===== src/rtl/core/pla_pkg.sv =====
// pla_pkg: widths, band table and shared types for point_light_attenuation
// no dependencies; used by pla_div_step and point_light_attenuation
`default_nettype none

package pla_pkg;

  localparam int DIST_W     = 25;
  localparam int ATT_W      = 17;
  localparam int BAND_W     = 4;
  localparam int LIN_W      = 23;
  localparam int QUAD_W     = 32;
  localparam int SQ_W       = 2 * DIST_W;
  localparam int DEN_W      = 48;
  localparam int TABLE_LEN  = 12;
  localparam int NUM_BANDS  = 12;
  localparam int BANDS_USED = (NUM_BANDS < 1) ? 1 :
                              ((NUM_BANDS > TABLE_LEN) ? TABLE_LEN : NUM_BANDS);
  localparam int DIV_STEPS  = ATT_W;
  localparam int FRONT_STG  = 4;
  localparam int STAGES     = FRONT_STG + DIV_STEPS;

  // word carried through the divider steps
  typedef struct packed {
    logic [DEN_W-1:0]  den;
    logic [DEN_W-1:0]  rem;
    logic [ATT_W-1:0]  low;
    logic [ATT_W-1:0]  quo;
    logic [BAND_W-1:0] band;
  } div_word_t;

  // band lower limit, q17.8
  function automatic logic [DIST_W-1:0] band_lo(input logic [BAND_W-1:0] i);
    logic [DIST_W-1:0] r;
    unique case (i)
      4'd0:    r = 25'd0;
      4'd1:    r = 25'd3328;
      4'd2:    r = 25'd5120;
      4'd3:    r = 25'd8192;
      4'd4:    r = 25'd12800;
      4'd5:    r = 25'd16640;
      4'd6:    r = 25'd25600;
      4'd7:    r = 25'd40960;
      4'd8:    r = 25'd51200;
      4'd9:    r = 25'd83200;
      4'd10:   r = 25'd153600;
      4'd11:   r = 25'd832000;
      default: r = 25'd0;
    endcase
    return r;
  endfunction

  // band upper limit, exclusive
  function automatic logic [DIST_W-1:0] band_hi(input logic [BAND_W-1:0] i);
    logic [DIST_W-1:0] r;
    unique case (i)
      4'd0:    r = 25'd3328;
      4'd1:    r = 25'd5120;
      4'd2:    r = 25'd8192;
      4'd3:    r = 25'd12800;
      4'd4:    r = 25'd16640;
      4'd5:    r = 25'd25600;
      4'd6:    r = 25'd40960;
      4'd7:    r = 25'd51200;
      4'd8:    r = 25'd83200;
      4'd9:    r = 25'd153600;
      4'd10:   r = 25'd832000;
      4'd11:   r = 25'd25599744;
      default: r = 25'd0;
    endcase
    return r;
  endfunction

  // linear coefficient, q0.24
  function automatic logic [LIN_W-1:0] band_lin(input logic [BAND_W-1:0] i);
    logic [LIN_W-1:0] r;
    unique case (i)
      4'd0:    r = 23'd5872026;
      4'd1:    r = 23'd3019899;
      4'd2:    r = 23'd1845494;
      4'd3:    r = 23'd1174405;
      4'd4:    r = 23'd754975;
      4'd5:    r = 23'd587203;
      4'd6:    r = 23'd369099;
      4'd7:    r = 23'd234881;
      4'd8:    r = 23'd184549;
      4'd9:    r = 23'd117441;
      4'd10:   r = 23'd58720;
      4'd11:   r = 23'd11744;
      default: r = 23'd0;
    endcase
    return r;
  endfunction

  // quadratic coefficient, q0.32
  function automatic logic [QUAD_W-1:0] band_quad(input logic [BAND_W-1:0] i);
    logic [QUAD_W-1:0] r;
    unique case (i)
      4'd0:    r = 32'd3865470566;
      4'd1:    r = 32'd944892805;
      4'd2:    r = 32'd429496730;
      4'd3:    r = 32'd150323855;
      4'd4:    r = 32'd68719477;
      4'd5:    r = 32'd36507222;
      4'd6:    r = 32'd15891379;
      4'd7:    r = 32'd6012954;
      4'd8:    r = 32'd3865471;
      4'd9:    r = 32'd1503239;
      4'd10:   r = 32'd429497;
      4'd11:   r = 32'd15032;
      default: r = 32'd0;
    endcase
    return r;
  endfunction

  // first band holding d, else the last band in use
  function automatic logic [BAND_W-1:0] pick_band(input logic [DIST_W-1:0] d);
    logic [BAND_W-1:0] r;
    logic              found;
    r     = BAND_W'(BANDS_USED - 1);
    found = 1'b0;
    for (int i = 0; i < BANDS_USED; i++) begin
      if (!found && d >= band_lo(BAND_W'(i)) && d < band_hi(BAND_W'(i))) begin
        r     = BAND_W'(i);
        found = 1'b1;
      end
    end
    return r;
  endfunction

endpackage

`default_nettype wire


===== src/rtl/core/pla_div_step.sv =====
// pla_div_step: one registered restoring step of the reciprocal divider
// depends on pla_pkg (div_word_t, widths)
`default_nettype none

module pla_div_step (
  input  wire logic              clk_i,
  input  wire logic              rst_ni,
  input  wire logic              en_i,
  input  wire logic              valid_i,
  input  wire pla_pkg::div_word_t word_i,
  output logic                   valid_o,
  output pla_pkg::div_word_t      word_o
);

  logic [pla_pkg::DEN_W:0]   trial;
  logic [pla_pkg::DEN_W:0]   diff;
  logic                      ge;
  pla_pkg::div_word_t        word_d, word_q;
  logic                      valid_q;

  // shift in next numerator bit, subtract divisor where it fits
  always_comb begin
    trial  = {word_i.rem, word_i.low[pla_pkg::ATT_W-1]};
    ge     = trial >= {1'b0, word_i.den};
    diff   = trial - {1'b0, word_i.den};
    word_d = word_i;
    word_d.rem = ge ? diff[pla_pkg::DEN_W-1:0] : trial[pla_pkg::DEN_W-1:0];
    word_d.low = {word_i.low[pla_pkg::ATT_W-2:0], 1'b0};
    word_d.quo = {word_i.quo[pla_pkg::ATT_W-2:0], ge};
  end

  // stage valid
  always_ff @(posedge clk_i or negedge rst_ni) begin
    if (!rst_ni) begin
      valid_q <= 1'b0;
    end else if (en_i) begin
      valid_q <= valid_i;
    end
  end

  // stage payload
  always_ff @(posedge clk_i) begin
    if (en_i) begin
      word_q <= word_d;
    end
  end

  assign valid_o = valid_q;
  assign word_o  = word_q;

endmodule

`default_nettype wire


===== config.mk =====
export PLATFORM = sky130hd
export DESIGN_NAME = pla_div_step
export DESIGN_NICKNAME = d
export VERILOG_FILES = /design/src/rtl/core/pla_pkg.sv /design/src/rtl/core/pla_div_step.sv
export SDC_FILE = /design/constraint.sdc
export NUM_CORES = 1
export LEC_CHECK = 0
export ABC_AREA = 1
export BUFFER_PORTS_ARGS = -buffer_cell sky130_fd_sc_hd__buf_2
export CORE_UTILIZATION = 30
export CTS_CLUSTER_DIAMETER = 80
export CTS_CLUSTER_SIZE = 16
export DETAILED_ROUTE_END_ITERATION = 10
export GPL_TIMING_DRIVEN = 0
export PLACE_DENSITY = 0.62
export SYNTH_ARGS = -nofsm -noshare
export SYNTH_HDL_FRONTEND = slang
export SYNTH_SLANG_ARGS = --single-unit

===== constraint.sdc =====
create_clock -name clk_i -period 1.2 [get_ports clk_i]
set_clock_uncertainty 0.15 [all_clocks]
set_input_delay 0.12 -clock clk_i [delete_from_list [all_inputs] [get_ports clk_i]]
set_output_delay 0.12 -clock clk_i [all_outputs]
set_load 0.1 [all_outputs]

Word level (Yosys, flattened, before mapping):

Cells that the tools add are included.

* logic and storage cells: 9
* bits of input ports: 138
* output and inout port bits: 135
* bits in registers: 134

* add/subtract/negate cells: 1
* mux-type cells: 1
* order comparisons: 1

Operators by type and width (number)
* $ge 49x48->1: 1
* $mux 48: 1
* $sub 48x48->48: 1

Depth between registers and ports, before layout:

Gate-level depths: netlist of the first run.

* word-level depth: 2
* depth in mapped cells: 16
* gate-level depth less buffers: 16

Worst setup path before layout of the first run:

No wires, ideal clock.

* kind: input-to-reg
* start point: in word_i[122] (netlist name)
* end point: reg word_q, in the netlist word_o[65] (data pin)
* stages on the path: 13
* arrival time: 1.590 ns
* data required time: 0.797 ns
* path slack: -0.793 ns
* buffers on the path: 2
* setup time: 0.253 ns
* cells stage by stage: inv_1 -> ha_1 -> nand2_1 -> nor2_2 -> inv_2 -> nor2_2 -> inv_2 -> nor2_2 -> nand3_2 -> buf_2 -> buf_6 -> nand4_1 -> nand2_1

RTL lines
* from (decl): line pla_div_step.sv:10 `input wire pla_pkg::div_word_t word_i,`
* to (signal assigned): line pla_div_step.sv:44 `word_q <= word_d;`
* to (decl): line pla_div_step.sv:18 `pla_pkg::div_word_t word_d, word_q;`

==> results of run 1 <==
critical path, delay by kind of cell:
kind | cells | cell delay, ns
buf+inv | 6 | 0.66
simple gates | 7 | 0.75
fa+ha+maj | 1 | 0.30
worst max-delay path by stage:
| stage | start | to | slack [ns] | cells after the start |
|---|---|---|---|---|
| 6_report | word_i[73] | word_o[69]$_DFFE_PP_ | -0.63 | 14 |
| 5_1_grt | word_i[73] | word_o[74]$_DFFE_PP_ | -0.70 | 14 |
| 4_1_cts | word_i[113] | word_o[80]$_DFFE_PP_ | -0.59 | 12 |
| 3_5_place_dp | word_i[116] | word_o[59]$_DFFE_PP_ | -1.53 | 17 |
| 3_3_place_gp | en_i | valid_o$_DFFE_PN0P_ | -1.88 | 2 |
| 2_1_floorplan | word_i[88] | word_o[52]$_DFFE_PP_ | -0.69 | 16 |
state kept, by name (all words and copies together), names as in the netlist:
| signal | cells |
|---|---|
| word_o | 133 |
| valid_o | 1 |
layout make-up:
| cell class | count | area, µm² |
|---|---|---|
| plain buffers | 20 | 320 |
| clock buffers | 21 | 460 |
| clock inverters | 11 | 149 |
| fillers | 2725 | 13100 |
| inverters | 278 | 1080 |
| multi-input cells | 843 | 5710 |
| flip-flops and latches | 134 | 4020 |
| well taps | 390 | 488 |
| repair buffers | 502 | 4720 |
repair_timing:
item	4_1_cts	5_1_grt
cloned	7	2
endpoints found under the setup margin	183	184
gates resized for setup	551	147
hold buffers	134	1
setup buffers	70	17
endpoints found under the hold margin	179	1
pin swaps	76	100
layer usage:
| layer | part of all wire [%] | global-route usage, % | up-vias |
|---|---|---|---|
| met3 | 4.9 | 4.26 | 27 |
| met4 | 1.4 | 5.63 | 0 |
| met5 | 0 | 0 | - |
| met1 | 46 | 29.3 | 4531 |
| met2 | 48 | 37.8 | 261 |
| li1 | - | - | 5020 |
cells by family (layout without fill, tap and decap cells):
family / after synthesis / count (layout) / synth area share, %
compound gates: 32 / 32 / 1.88
simple gates: 735 / 735 / 32.8
flops: 134 / 134 / 43.4
fa+ha+maj: 49 / 49 / 6.70
buf+inv: 299 / 832 / 12.7
xor+xnor: 25 / 25 / 2.37
other cells: 1 / 1 / 0.0405
mux: 1 / 1 / 0.122
layout by cell type (no fill, tap or decap), drive strengths merged:
cell type	count
and2	1
nor4	2
edfxtp	133
nand3	50
o21ai	1
o21a	1
nor3	5
conb	1
clkinv	6
nand4	61
buf	380
nand2	519
xnor2	2
xor2	23
bufinv	3
a21oi	27
inv	277
dlygate4sd3	135
o21bai	3
dfrtp	1
nor2	95
ha	48
clkbuf	28
or2	2
mux2	1
clkinvlp	3
fa	1
stage by stage:
step | setup TNS (ns) | hold WS (ns)
2_1_floorplan | -32.36 | -0.326
3_3_place_gp | -304.90 | -0.255
3_5_place_dp | -97.12 | -0.247
4_1_cts | -41.60 | -0.281
5_1_grt | -49.28 | 0.000671
6_report | -40.71 | -0.00327
power by group:
part	switching (mW)	internal, mW
registers	0.234	5.77
logic	6.48	3.21
clock network	2.15	3.38
total	8.86	12.4
==> out/qor.yml, run 1 <==
status: "finished with violations"
violations: "hold timing, setup timing"
clkTransAtPathRegs_ns: 0.07
cts_sinks: 134
slew_violations: 0
ys_ff_latch: 134
synth_top_cell_area_share_pct: 43.1
cp-start-kind: "input port"
setup_ws_ns: -0.627
synth_top_cell_by_area: "edfxtp_1"
holdPathStages: 1
postSynthCellCount: 1276
power_mw: 21.2
relSlewSlack_pct: 64.8
placed_area_mm2: 0.0118
final_util_pct: 56.4
via_per_inst: 4.47
place_ws_ns: -1.53
rsz0062_at_grt: "yes"
worst_setup_path_end_kind: "flop"
synth_area_leaders: "edfxtp_1, nand2_1, inv_1"
hold_start: "en_i"
final_cell_area_mm2: 0.0169
layoutNonFillerInstCount: 2199
synth_warnings: 0
peakVddDrop_v: 0.000856
synth_edf_count: 133
cts_buffers: 17
cts_root_buf: "clkbuf_16"
fin_crit_sh_pct: 152
cpMostUsedCell: "nor2_4"
critPathKind: "in2reg"
die_height_um: 178
synth_flop_cell: "edfxtp_1"
worst_pin_slew_ns: 0.528
dp.cells: 1937
cts_tree: "yes"
wirelength_um: 35500
synth.most_common_cell: "nand2_1"
slowest_stage: "ha_4"
arrival_ns: 1.86
ys_seq_area_share_pct: 43.4
fin_crit_ns: 1.83
hold_path.class: "in2reg"
holdPathEnd: "word_o[43]$_DFFE_PP_"
ant_nets: 0
grt_pass1_vias: 9976
final-hold-violation-count: 3
clk_path_buf_depth: 2
start_util_pct: 30.8
gr-total-overflow: 0
holdWs_ns: -0.00327
synth_cell_type_count: 33
path_max_fanout: 10
htree_levels: 4
dieWidth_um: 178
max_stage_delay_ns: 0.30
area_delta_synth_final_pct: 83.1
ff2ff_path_depth: 1
drt_pass1_iterations: 5
portBuffers: 270
r2r_start: "valid_o$_DFFE_PN0P_"
syn-cell-area_mm2: 0.00926
coreArea_mm2: 0.0300
power.density_mw_per_mm2: 1250
grt_use_total_pct: 22.4
dp_hpwl_um: 25200
dieArea_mm2: 0.0316
nets: 1983
max-cap-violations: 0
rows: 63
leakage_nw: 8.24
grt_max_degree: 90
drtIter0Drc: 449
ioPinCount: 273
r2r_slack_ns: 0.25
ys_top_cells_by_count: "nand2_1, inv_1, edfxtp_1, nor2_1, nand4_1"
gp_congestion: 0.874
finalSetupViolCount: 183
rr_endpoint: "valid_o$_DFFE_PN0P_"
avgSynthCellArea_um2: 7.26
antenna_cells: 0
antenna_found_initial: 0
drive_gt1_share_pct: 42.1
fmax_ghz: 0.547
vias: 9839
grt_first_pass_wirelength_um: 53400
synth-async-reset-ratio_pct: 0.746
clk_latency_ns: 0.44
path_cells: "buf_8, ha_4, nand2_4, nor2_4, inv_2, nor2_4, inv_2, nor2_4, buf_6, nand3_4, buf_12, buf_12, nand4_1, nand2_1"
drc_errors: 0
syn-num-nets: 1463
wl_per_cell_um: 16.1
required_ns: 1.24
Power figures use the tool's default switching activity.
==> run 2: changes to the inputs <==
CAP_MARGIN = 40   (was unset)
CORE_UTILIZATION = 40   (was 30)
PLACE_DENSITY = 0.75   (was 0.62)
==> run 2 against run 1 <==
The run still ends with hold timing, setup timing left. Sequential power is essentially flat. Maximum frequency shrank 0.54%. First-iteration DRC count grew 47%. Worst setup slack lost 0.010 ns. Global-route usage grew 7.0 points. Cell count shrank 6.5%. Total power shrank 0.99%. Routed wire length shrank 0.11%. Critical path depth grew 1. Combinational power shrank 2%.
==> out/qor.yml, run 2 (synthesis results as in run 1) <==
violations: "hold timing, setup timing"
wl_met3_um: 2300
ant_nets: 0
portBuffers: 270
gp_congestion: 0.926
nets: 1945
r2r_slack_ns: 0.26
worst_setup_path_end_kind: "flop"
grt_max_degree: 81
layout_common_cells: "nand2_1, inv_1, buf_6"
drc_errors: 0
fin_crit_sh_pct: 153
cts_root_buf: "clkbuf_16"
top_layer: "met4"
slowest_stage: "ha_4"
hold_start: "word_i[71]"
setup_ws_ns: -0.637
clk_path_buf_depth: 2
path_max_fanout: 5
antenna_found_initial: 0
drive_gt1_share_pct: 40.3
fmax_ghz: 0.544
holdPathStages: 3
fin_crit_ns: 1.84
largest_reg_flops: 133
htree_levels: 4
max-cap-violations: 0
dieWidth_um: 154
coreArea_mm2: 0.0226
final_util_pct: 71.8
cts_buffers: 17
start_util_pct: 40.9
via_per_inst: 4.93
holdPathEnd: "word_o[72]$_DFFE_PP_"
power_mw: 21.0
required_ns: 1.23
clk_latency_ns: 0.42
ioPinCount: 273
cts_sinks: 134
wl_met1_um: 15000
gr-total-overflow: 0
leakage_nw: 7.93
holdWs_ns: -0.0920
power.density_mw_per_mm2: 1290
area_delta_synth_final_pct: 75.6
finalSetupViolCount: 183
place_ws_ns: -1.48
final-hold-violation-count: 16
wl_met2_um: 17400
antenna_cells: 0
grt_pass1_vias: 10100
critPathKind: "in2reg"
hold_path.class: "in2reg"
drtIter0Drc: 661
max_stage_delay_ns: 0.22
fill_cells: 1678
cts_tree: "yes"
rsz0062_at_grt: "yes"
vias: 10100
dp_hpwl_um: 24000
clkTransAtPathRegs_ns: 0.07
peakVddDrop_v: 0.00101
r2r_start: "valid_o$_DFFE_PN0P_"
path_cells: "buf_6, inv_2, ha_4, nand2_1, nand2_1, inv_1, nor2_2, o21ai_2, nand3_4, a21oi_4, nand3_4, buf_12, buf_12, nand2_2, nand2_2"
rr_endpoint: "valid_o$_DFFE_PN0P_"
drt_pass1_iterations: 6
wl_per_cell_um: 17.2
cp-start-kind: "input port"
dieArea_mm2: 0.0238
status: "finished with violations"
slew_violations: 0
final_common_cell: "nand2_1"
grt_use_total_pct: 29.4
rows: 55
arrival_ns: 1.87
ff2ff_path_depth: 1
die_height_um: 154
grt_first_pass_wirelength_um: 53500
multiInputGateArea_mm2: 0.00570
wirelength_um: 35500
seq_area_mm2: 0.00402
==> run 2: changes by cell type in the layout (fill, tap and decap cells not counted), sizes merged <==
cell / previous run / this run
inv: 277 / 283
clkinv: 6 / 3
buf: 380 / 346
clkinvlp: 3 / 4
clkbuf: 28 / 22
bufinv: 3 / 2
dlygate4sd3: 135 / 134
==> run 2: how the worst max path moves through the flow <==
| stage | start | to | slack, ns | cells after the start |
|---|---|---|---|---|
| 6_report | word_i[128] | word_o[57]$_DFFE_PP_ | -0.64 | 15 |
| 5_1_grt | word_i[120] | word_o[50]$_DFFE_PP_ | -0.71 | 17 |
| 2_1_floorplan | word_i[88] | word_o[52]$_DFFE_PP_ | -0.69 | 16 |
| 4_1_cts | word_i[120] | word_o[57]$_DFFE_PP_ | -0.63 | 17 |
| 3_5_place_dp | word_i[120] | word_o[52]$_DFFE_PP_ | -1.48 | 17 |
| 3_3_place_gp | en_i | valid_o$_DFFE_PN0P_ | -1.76 | 2 |
==> run 2: critical path: cells and delay by family <==
family,cells,cell delay [ns]
compound gates,2,0.40
fa+ha+maj,1,0.22
buf+inv,5,0.56
simple gates,7,0.55
==> run 2: report_power, final <==
group / internal [mW] / leakage [nW] / switching [mW]
clock: 3.13 / 0.279 / 2.36
sequential: 5.77 / 1.31 / 0.247
combinational: 3.01 / 6.34 / 6.49
==> run 2: repair_timing <==
action,in CTS,in global routing
gates resized for setup,454,188
cloned,3,0
pin swaps,48,43
buffers inserted,45,13
hold endpoints to repair,134,17
hold buffers,133,1
setup endpoints to repair,183,184
==> run 2: layout make-up <==
cell class / count / share of cell area [%]
Inverter: 278 / 6.63
Clock buffer: 18 / 2.64
Clock inverter: 14 / 1.02
Timing Repair Buffer: 466 / 26.1
Buffer: 18 / 1.60
Tap cell: 285 / 2.19
Sequential cell: 134 / 24.7
Multi-Input combinational cell: 843 / 35.1
==> run 2: through the flow <==
stage | setup TNS, ns | instance area, µm² | cells
floorplan | -32.36 | 9960 | 1276
global placement | -285.06 | 11700 | 1831
detailed placement | -91.78 | 11700 | 1832
CTS | -40.80 | 15500 | 2044
global route | -47.37 | 16300 | 2056
finish | -39.94 | 16300 | 2056
==> run 2: per-layer routing <==
layer / vias up / global-route usage [%]
li1: 4935 / -
met1: 4746 / 37.7
met2: 403 / 51.5
met3: 51 / 4.54
met4: 0 / 7.62
met5: - / 0
==> run 3: changes to the inputs <==
clock period = 2.1 ns   (was 1.2 ns; I/O delays follow)
==> run 3 against run 2 <==
The run now ends clean. Combinational power down 52%. Worst setup slack better by 0.69 ns. Die area unchanged. Critical path depth up 2. Final area down 14%. Critical endpoint is now word_o[55]$_DFFE_PP_. Sequential share of layout area up 4.1 points.
==> out/qor.yml, run 3 (synthesis results as in run 1) <==
antenna_cells: 0
clockPowerShare_pct: 26.8
cp.depth: 17
required_ns: 2.13
arrival_ns: 2.08
hold_start: "word_i[71]"
dieArea_mm2: 0.0238
crit_path_start: "word_i[124]"
drive_gt1_share_pct: 30.7
ioPinCount: 273
cts_root_buf: "clkbuf_16"
grt_pass1_vias: 9306
r2r_slack_ns: 1.19
area_delta_synth_final_pct: 50.7
slowest_stage: "a21oi_4"
multiInputGateArea_mm2: 0.00499
rows: 55
fin_crit_sh_pct: 97.5
worst_pin_slew_ns: 0.531
fmax_ghz: 0.488
worst_setup_path_end_kind: "flop"
switching_share_pct: 44.9
ant_nets: 0
grt_use_total_pct: 26.4
hold_path.class: "in2reg"
finalSetupViolCount: 0
leakage_nw: 7.09
gp_congestion: 0.899
portBuffers: 270
max-cap-violations: 0
r2r_start: "valid_o$_DFFE_PN0P_"
relSlewSlack_pct: 64.6
die_height_um: 154
cp-start-kind: "input port"
antenna_found_initial: 0
nets: 1896
gr-total-overflow: 0
max_stage_delay_ns: 0.25
clkTransAtPathRegs_ns: 0.07
seq_area_mm2: 0.00402
wirelength_um: 32100
cpMostUsedCell: "nand2_2"
cts_sinks: 134
dp_hpwl_um: 23600
drt_pass1_iterations: 6
drtIter0Drc: 614
wl_per_cell_um: 16.0
worstSetupEndpoint: "word_o[55]$_DFFE_PP_"
final_common_cell: "nand2_1"
critical_path_buf_inv_count: 5
final-hold-violation-count: 0
final_util_pct: 61.6
power.internal_mw: 5.98
peakVddDrop_v: 0.000502
clk_path_buf_depth: 2
p_comb_share_pct: 42.3
power.density_mw_per_mm2: 779
final_cell_area_mm2: 0.0139
rr_endpoint: "valid_o$_DFFE_PN0P_"
placed_area_mm2: 0.0110
path_cells: "buf_2, inv_2, ha_4, nand2_2, nand2_2, nand2_2, nand2_2, inv_2, nand2_2, nand2_2, nand3_2, a21oi_4, nand3_4, buf_8, clkbuf_16, nand2_1, nand2_1"
drc_errors: 0
dieWidth_um: 154
via_per_inst: 4.79
ff2ff_path_depth: 1
largest_reg_flops: 133
critPathTopFamily: "simple AND/OR/NAND/NOR gates"
pwr-share-seq_pct: 30.8
clk_latency_ns: 0.43
slew_violations: 0
fin_crit_ns: 2.05
cts_buffers: 17
fill_cells: 2022
grt_first_pass_wirelength_um: 48100
start_util_pct: 40.9
critPathKind: "in2reg"
layout_common_cells: "nand2_1, buf_2, inv_1"
vias: 9612
grt_max_degree: 83
path_max_fanout: 6
p_sw_mw: 4.88
cts_tree: "yes"
status: "finished clean"
coreArea_mm2: 0.0226
htree_levels: 4
-- run 3: cell types whose count changed in the layout (fill, tap and decap cells not counted), moves of 14 or more --
cell,previous run,this run
buf_2,119,271
buf_4,57,24
nor2_4,23,9
nand2_2,110,61
nor2_1,51,70
buf_6,145,4
nand2_1,365,449
nand2_4,44,9
inv_1,226,247
-- run 3: area by class of cell --
cell class	count	share of cell area (%)
flip-flops and latches	134	28.8
plain buffers	21	1.23
clock inverters	15	0.960
inverters	278	7.48
multi-input cells	843	35.8
clock buffers	17	3.05
repair buffers	414	20.1
well taps	285	2.56
-- run 3: worst min-delay path: stages --
cell and delay (ns):
buf_2 0.11, nand4_1 0.09, nand2_1 0.07
-- run 3: through the flow --
| step | TNS [ns] | worst slack [ns] | cells | total power, mW | hold WS, ns |
|---|---|---|---|---|---|
| 2_1_floorplan | 0 | 0.0173 | 1276 | 6.55 | -0.236 |
| 3_5_place_dp | -37.53 | -0.890 | 1832 | 7.39 | -0.164 |
| 5_1_grt | -0.0634 | -0.0169 | 2007 | 11.3 | 0.0157 |
| 3_3_place_gp | -143.96 | -0.919 | 1831 | 7.36 | -0.165 |
| 6_report | 0 | 0.0519 | 2007 | 10.9 | 0.00903 |
| 4_1_cts | -0.0112 | -0.00444 | 1993 | 10.6 | 0.000503 |
-- run 3: timing repair --
item / in CTS / in global routing
pin swaps: 6 / 37
resized for setup: 72 / 147
cloned: 1 / 1
hold buffers: 123 / 0
setup endpoints to repair: 49 / 48
setup buffers: 5 / 13
endpoints found under the hold margin: 122 / 0
-- run 3: worst min path at each step --
stage / end / depth (start not counted)
2_1_floorplan: valid_o$_DFFE_PN0P_ / 0
3_3_place_gp: valid_o$_DFFE_PN0P_ / 1
3_5_place_dp: valid_o$_DFFE_PN0P_ / 1
4_1_cts: word_o[74]$_DFFE_PP_ / 3
5_1_grt: word_o[56]$_DFFE_PP_ / 3
6_report: word_o[72]$_DFFE_PP_ / 3
-- run 3: power by group through the flow --
| stage | clock, mW | sequential [mW] | combinational (mW) |
|---|---|---|---|
| after CTS | 2.96 | 3.35 | 4.30 |
| after detailed placement | 0 | 3.41 | 3.99 |
| after floorplan | 0 | 5.45 | 1.10 |
| final | 2.92 | 3.35 | 4.60 |
| after global placement | 0 | 3.41 | 3.95 |
| after global routing | 3.07 | 3.37 | 4.85 |
-- run 3: layer usage --
layer  vias up  GRT usage [%]  routed length [µm]
li1       4839              -                   -
met1      4440           34.4               14300
met2       307           45.4               15500
met3        26           4.26                1930
met4         0           7.05                 406
met5         -              0                   0
